**src/rtl/assert_macros.svh**
```systemverilog
// assertion macros shared by the sorter rtl
`ifndef ASSERT_MACROS_SVH
`define ASSERT_MACROS_SVH

`ifndef SYNTHESIS
// property that must hold at every clock edge outside reset
`define CKS_ASSERT(label, prop, msg) \
    label: assert property (@(posedge clk) disable iff (!rst_n) (prop)) else $error(msg);
// property whose consequent must hold in the cycle after the antecedent
`define CKS_ASSERT_NEXT(label, ante, cons, msg) \
    label: assert property (@(posedge clk) disable iff (!rst_n) (ante) |=> (cons)) \
        else $error(msg);
`else
`define CKS_ASSERT(label, prop, msg)
`define CKS_ASSERT_NEXT(label, ante, cons, msg)
`endif

`endif

```
**src/rtl/cks_pkg.sv**
```systemverilog
// types, constants and key compare for the composite key record sorter
`default_nettype none

package cks_pkg;

    localparam int RECORDS    = 256;
    localparam int TEXT_BYTES = 8;
    localparam int TEXT_W     = TEXT_BYTES * 8;
    localparam int YEAR_W     = 12;
    localparam int IDX_W      = $clog2(RECORDS);
    localparam int CNT_W      = $clog2(RECORDS + 1);

    // stream word widths, padded to whole bytes
    localparam int S_DATA_W   = 144;
    localparam int M_DATA_W   = 152;

    // item kinds on the input tuser
    localparam logic FUNC_LOAD = 1'b0;
    localparam logic FUNC_READ = 1'b1;

    // result status on the output tuser
    localparam logic STATUS_OK    = 1'b0;
    localparam logic STATUS_EMPTY = 1'b1;

    typedef struct packed {
        logic [TEXT_W-1:0] branch;
        logic [YEAR_W-1:0] year;
        logic [TEXT_W-1:0] roll;
        logic [IDX_W-1:0]  idx;
    } cks_rec_t;

    // chain commands, broadcast to every cell
    typedef struct packed {
        logic ins;
        logic ext;
    } cks_ctrl_t;

    // a sorts strictly after b on branch, year, roll
    function automatic logic rec_after(input cks_rec_t a, input cks_rec_t b);
        return {a.branch, a.year, a.roll} > {b.branch, b.year, b.roll};
    endfunction

endpackage

`default_nettype wire

```
**src/rtl/cks_cell.sv**
```systemverilog
// one slot of the insertion chain: holds a record and shifts with its neighbors
`default_nettype none

`include "assert_macros.svh"

module cks_cell (
    input  wire logic              clk,
    input  wire logic              rst_n,
    input  wire cks_pkg::cks_ctrl_t ctrl,
    input  wire cks_pkg::cks_rec_t  new_rec,
    input  wire cks_pkg::cks_rec_t  left_rec,
    input  wire logic              left_valid,
    input  wire logic              left_after,
    input  wire cks_pkg::cks_rec_t  right_rec,
    input  wire logic              right_valid,
    output cks_pkg::cks_rec_t       rec,
    output logic                   valid,
    output logic                   after
);
    import cks_pkg::*;

    cks_rec_t rec_reg;
    cks_rec_t rec_next;
    logic     valid_reg;
    logic     valid_next;

    // new record belongs in front of this slot
    assign after = !valid_reg || rec_after(rec_reg, new_rec);

    // insert shifts right from the insertion point, extract shifts left
    always_comb
    begin
        rec_next   = rec_reg;
        valid_next = valid_reg;
        if (ctrl.ins)
        begin
            if (after)
            begin
                if (left_after)
                begin
                    rec_next   = left_rec;
                    valid_next = left_valid;
                end
                else
                begin
                    rec_next   = new_rec;
                    valid_next = 1'b1;
                end
            end
        end
        else if (ctrl.ext)
        begin
            rec_next   = right_rec;
            valid_next = right_valid;
        end
    end

    // record payload
    always_ff @(posedge clk)
    begin
        rec_reg <= rec_next;
    end

    // occupancy
    always_ff @(posedge clk or negedge rst_n)
    begin
        if (!rst_n)
            valid_reg <= 1'b0;
        else
            valid_reg <= valid_next;
    end

    assign rec   = rec_reg;
    assign valid = valid_reg;

    // order against the right neighbor
    `CKS_ASSERT(a_cell_order, !(valid_reg && right_valid && rec_after(rec_reg, right_rec)), "cell out of order with right neighbor")

endmodule

`default_nettype wire

```
**config.mk**
```make
export PLATFORM = sky130hd
export DESIGN_NAME = cks_cell
export DESIGN_NICKNAME = d
export VERILOG_FILES = /design/src/rtl/cks_pkg.sv /design/src/rtl/cks_cell.sv
export VERILOG_INCLUDE_DIRS = /design/src /design/src/rtl
export SDC_FILE = /design/constraint.sdc
export NUM_CORES = 1
export LEC_CHECK = 0
export BUFFER_PORTS_ARGS = -buffer_cell sky130_fd_sc_hd__buf_2
export CAP_MARGIN = 20
export CORE_AREA = 2 2 236 238
export CTS_BUF_LIST = sky130_fd_sc_hd__clkbuf_8
export CTS_CLUSTER_SIZE = 10
export DETAILED_ROUTE_END_ITERATION = 10
export DIE_AREA = 0 0 238 240
export PLACE_DENSITY = 0.48
export SYNTH_ARGS = -nofsm -noshare
export SYNTH_HDL_FRONTEND = slang
export SYNTH_SLANG_ARGS = --single-unit
```
**constraint.sdc**
```tcl
create_clock -name clk -period 22.6 [get_ports clk]
set_clock_uncertainty 0.2 [all_clocks]
set_input_delay 2.26 -clock clk [delete_from_list [all_inputs] [get_ports clk]]
set_output_delay 2.26 -clock clk [all_outputs]
set_load 0.01 [all_outputs]
```
==> After elaboration in Yosys (flattened, before gate mapping) <==
Cells that the tools add are included.
{ "word_totals": {"input_bits": 451, "output_inout_bits": 150, "regBits": 149, "word_cells": 19} }
{ "op_classes": {"n_reduce_logical": 4, "n_eq_ne": 1, "muxes": 8, "magnitude_cmp": 1} }
{ "op_table": {"columns": ["operator", "n"], "rows": [
  ["$mux W148", 4],
  ["$gt A140 B140 Y1", 1],
  ["$mux W1", 4],
  ["$ne A2 B1 Y1 const B", 1],
  ["$reduce_and A2 Y1", 1],
  ["$reduce_bool A2 Y1", 1],
  ["$logic_not A1 Y1", 1],
  ["$logic_or A1 B1 Y1", 1]
]} }

==> Depth between registers and ports, before layout <==
{ "logic_depth": {"ltp_word": 4, "ltp_mapped": 10, "mapped_depth_nobuf": 10} }

==> Worst setup path after synthesis <==
OpenSTA, ideal clock, no wires.
{ "synth_timing": {"path_type": "input to register", "start": "in new_rec[113] (netlist bit)", "end": "reg rec_reg (netlist bit rec[0]) (enable)", "setup_time_ns": 0.860, "setup_slack_ns": 6.935, "t_required_ns": 21.540, "path_buffers": 0, "path_stages": 9, "arrival_time_ns": 14.605, "path_cell_list": "inv_1 ha_1 nand4_1 or4_4 or3_1 or4_4 o21bai_1 a211oi_1 o21ai_0"} }
{ "synth_via": {"elab_chain_cells": 4} }
{ "synth_rtl": {"columns": ["item", "line", "source"], "rows": [
  ["from (decl)", "cks_cell.sv:10", "input wire cks_pkg::cks_rec_t new_rec,"],
  ["$gt A140 B140 Y1", "cks_pkg.sv:40", "return {a.branch, a.year, a.roll} > {b.branch, b.year, b.roll};"],
  ["$logic_or A1 B1 Y1", "cks_cell.sv:28", "assign after = !valid_reg || rec_after(rec_reg, new_rec);"],
  ["$ne A2 B1 Y1 (no source line)", null, null],
  ["$reduce_and A2 Y1 (no source line)", null, null],
  ["to (signal assigned)", "cks_cell.sv:61", "rec_reg <= rec_next;"],
  ["to (decl)", "cks_cell.sv:22", "cks_rec_t rec_reg;"]
]} }
No other way between the ends.
A chain may end at the register's enable or synchronous reset.

==> Final worst setup path <==
{ "layout_timing": {"start": "in new_rec[145] (netlist bit)", "end": "out after"} }
{ "layout_via": {"elab_chain_cells": 2} }
{ "layout_rtl": {"columns": ["item", "line", "source"], "rows": [
  ["$gt A140 B140 Y1", "cks_pkg.sv:40", null],
  ["$logic_or A1 B1 Y1", "cks_cell.sv:28", null],
  ["to (decl)", "cks_cell.sv:18", "output logic after"]
]} }
No other way between the ends.

==> reports/metrics.yaml <==
status:
  outcome: "finished, final reports clean"
finish:
  area_delta_synth_final_pct: 38.0
  regArea_um2: 4470
  multiInputGateArea_um2: 5870
  post-route-util_pct: 28.0
  largest_reg_flops: 148
  final_nets: 2325
  finalNonFillerCells: 2455
  fillers: 5945
  drive_gt1_share_pct: 36.8
cts:
  post_cts_buffers: 0
  clkSlewWorstSetupHoldPaths_ns: 0.08
  root_buffer: "clkbuf_8"
  clk_path_buf_depth: 2
  numClockSinks: 149
  cts_tree: "done"
  post_cts_resized: 0
  htreeDepth: 4
  cts_hold_buf: 0
  cts-buffers-inserted: 17
  clk_latency_ns: 0.54
logic_synthesis:
  synth_cell_type_count: 42
  synth_top_area_share_pct: 40.1
  yosysTopAreaCell: "edfxtp_1"
  ys_seq_area_share_pct: 40.4
  syn-num-nets: 1749
  syn_inst: 1158
  synth_area_um2: 11100
  syn_area_per_cell_um2: 9.56
  yosysWarnings: 0
  synth.top_cells.by_area: "edfxtp_1 (40%), ha_1 (16%), mux2i_1 (13%)"
  ys_seq_elements: 149
setup_path:
  cp-startpoint: "new_rec[145]"
  r2r_slack_ns: 17.23
  startpoint_type: "input port"
  cp.required_ns: 20.14
  reg2reg_depth: 10
  critPathMaxStageDelay_ns: 0.64
  critPathTopFamily: "simple AND/OR/NAND/NOR gates"
  endpoint_kind: "output pin"
  crit_slowest_cell: "nor3_1"
  crit-reg2reg-launch: "rec[146]"
  critPathBufInv: 4
  cp_max_fo: 5
  path_cells: "buf_2, inv_1, ha_1, nand4_1, nor3_1, nand4_1, or3_1, or4_4, or3_4, inv_1, o21ai_0, buf_2"
  cp_data_arrival_time_ns: 5.62
  crit_type: "input port to output pin"
  r2r-end: "rec[56]"
floorplan:
  dieWidth_um: 238
  ioPinCount: 601
  rows: 86
  initial_core_util_pct: 20.3
  core_area_um2: 54700
  die_area_um2: 57100
  die_h_um: 240
global_routing:
  grt_pass1_wl_um: 62500
  grt_max_degree: 118
  grt_pass1_vias: 10900
  gr-usage-all-layers_pct: 14.5
  antenna_found_initial: 8
  grt_overflow: 0
pwr:
  p_per_area_nw_per_um2: 57.6
  ir_drop_uv: 36.1
  p_total_uw: 881
  p_leak_uw: 0.00772
hold_path:
  min_to: "valid"
  holdPathStages: 3
  hp-class: "register to register"
  hp-start: "valid"
routing:
  ant_nets: 0
  vias: 10800
  drcViolationCount: 0
  via_per_inst: 4.39
  drtPass1Iterations: 5
  routed_wl_um: 42600
  drtIter0Drc: 367
  wl_per_cell_um: 17.3
timing:
  hold_viol: 0
  rsz0062_at_grt: "no"
  fin_crit_sh_pct: 35.7
  max_freq_mhz: 124
  setup_violations: 0
  setup_tns_ns: 0
  layout_setup_ws_ns: 14.52
  worst_pin_slew_ns: 1.04
  slew_viol_final: 0
  relSlewSlack_pct: 30.5
  period_minus_slack_ns: 8.08
place:
  gp_congestion: 0.893
  dp_hpwl_um: 35600
  pre_cts_slack_ns: 14.53
  post-place-cells: 2419
  portBuffers: 600
run:
  maxCapViolations: 0
## cells in the mapped netlist, drive strengths merged
library cell / instances
a221o: 3
o21ai: 12
o21a: 1
a211oi: 4
o211ai: 3
o311ai: 2
nor2b: 2
a221oi: 4
or4: 5
o21bai: 2
nor3: 8
a21oi: 202
a21boi: 3
nor2: 159
a41oi: 1
nand2b: 1
clkbuf: 34
nand2: 22
dfrtp: 1
a2111oi: 2
nand4bb: 1
or3: 3
ha: 140
o31ai: 1
a21o: 18
and2: 1
nand4: 37
inv: 148
and4: 1
a31oi: 1
a22oi: 1
edfxtp: 148
nand3: 19
nor4: 2
mux2i: 149
buf: 16
or2: 1
## power by group
part / internal (µW) / leakage [µW] / total, µW / switching, µW
Combinational: 115 / 0.00606 / 271 / 156
Clock: 119 / 0.000212 / 236 / 117
Sequential: 353 / 0.00144 / 374 / 21.1
## worst max path at each step
stage	to	cells past startpoint	slack [ns]
6_report	after	12	14.52
5_1_grt	after	12	14.35
4_1_cts	after	12	14.51
3_5_place_dp	after	12	14.53
3_3_place_gp	after	12	14.61
2_1_floorplan	rec[0]	9	6.94
## through the flow
stage                     cell area (µm²)  hold WS (ns)
after detailed placement            14900         0.600
after floorplan                     11100         0.536
final                               15300         0.620
after CTS                           15300         0.616
after global placement              14900         0.601
after global routing                15300         0.688
## routing by layer
layer | up-vias | routed length, µm | global-route usage [%]
met1 | 4991 | 17800 | 16.9
met4 | 8 | 869 | 4.79
met5 | - | 37 | 0
met3 | 54 | 2630 | 3.80
met2 | 381 | 21300 | 25.6
li1 | 5344 | - | -
## cell usage in the layout (no fill, tap or decap), types with 3 or more instances in the layout
| cell | synthesis | final |
|---|---|---|
| o211ai_1 | 3 | 3 |
| inv_1 | 148 | 148 |
| clkinv_2 | 0 | 4 |
| a21oi_1 | 202 | 202 |
| clkbuf_8 | 0 | 17 |
| buf_2 | 2 | 598 |
| buf_4 | 0 | 7 |
| a21o_1 | 17 | 17 |
| a21boi_0 | 3 | 3 |
| diode_2 | 0 | 4 |
| nor3_1 | 8 | 8 |
| ha_1 | 140 | 140 |
| mux2i_1 | 149 | 149 |
| bufinv_16 | 0 | 4 |
| a221oi_1 | 4 | 4 |
| nand4_1 | 37 | 37 |
| o21ai_0 | 12 | 11 |
| nand2_1 | 22 | 22 |
| a221o_1 | 3 | 3 |
| a211oi_1 | 4 | 4 |
| nand3_1 | 19 | 19 |
| nor2_1 | 159 | 159 |
| clkinv_1 | 0 | 3 |
| edfxtp_1 | 148 | 148 |
## cell families (layout without fill, tap and decap cells)
| logic type | Yosys count | count (layout) | synth area share [%] |
|---|---|---|---|
| flops | 149 | 149 | 40.4 |
| buf+inv | 198 | 787 | 6.73 |
| simple gates | 262 | 262 | 10.7 |
| other cells | 0 | 4 | 0 |
| fa+ha+maj | 140 | 140 | 15.8 |
| mux | 149 | 149 | 13.5 |
| compound gates | 260 | 260 | 13.0 |
## cell type report
type | count | share of cell area, %
sequential | 149 | 29.2
clock buffer | 17 | 1.53
multi-input combinational | 811 | 38.4
antenna | 4 | 0.0655
clock inverter | 15 | 1.21
tap | 704 | 5.76
inverter | 148 | 3.64
timing repair buffer | 607 | 20.1
## worst reg2reg max path: stages (launching register included)
cell and delay, ns:
edfxtp_1 0.44, ha_1 0.32, nand4_1 0.12, nor3_1 0.64
nand4_1 0.31, or3_1 0.52, or4_4 0.58, o21bai_1 0.18
a211oi_1 0.14, o21ai_4 0.62, buf_4 0.77
No activity file was read; power rests on OpenSTA's default activity.
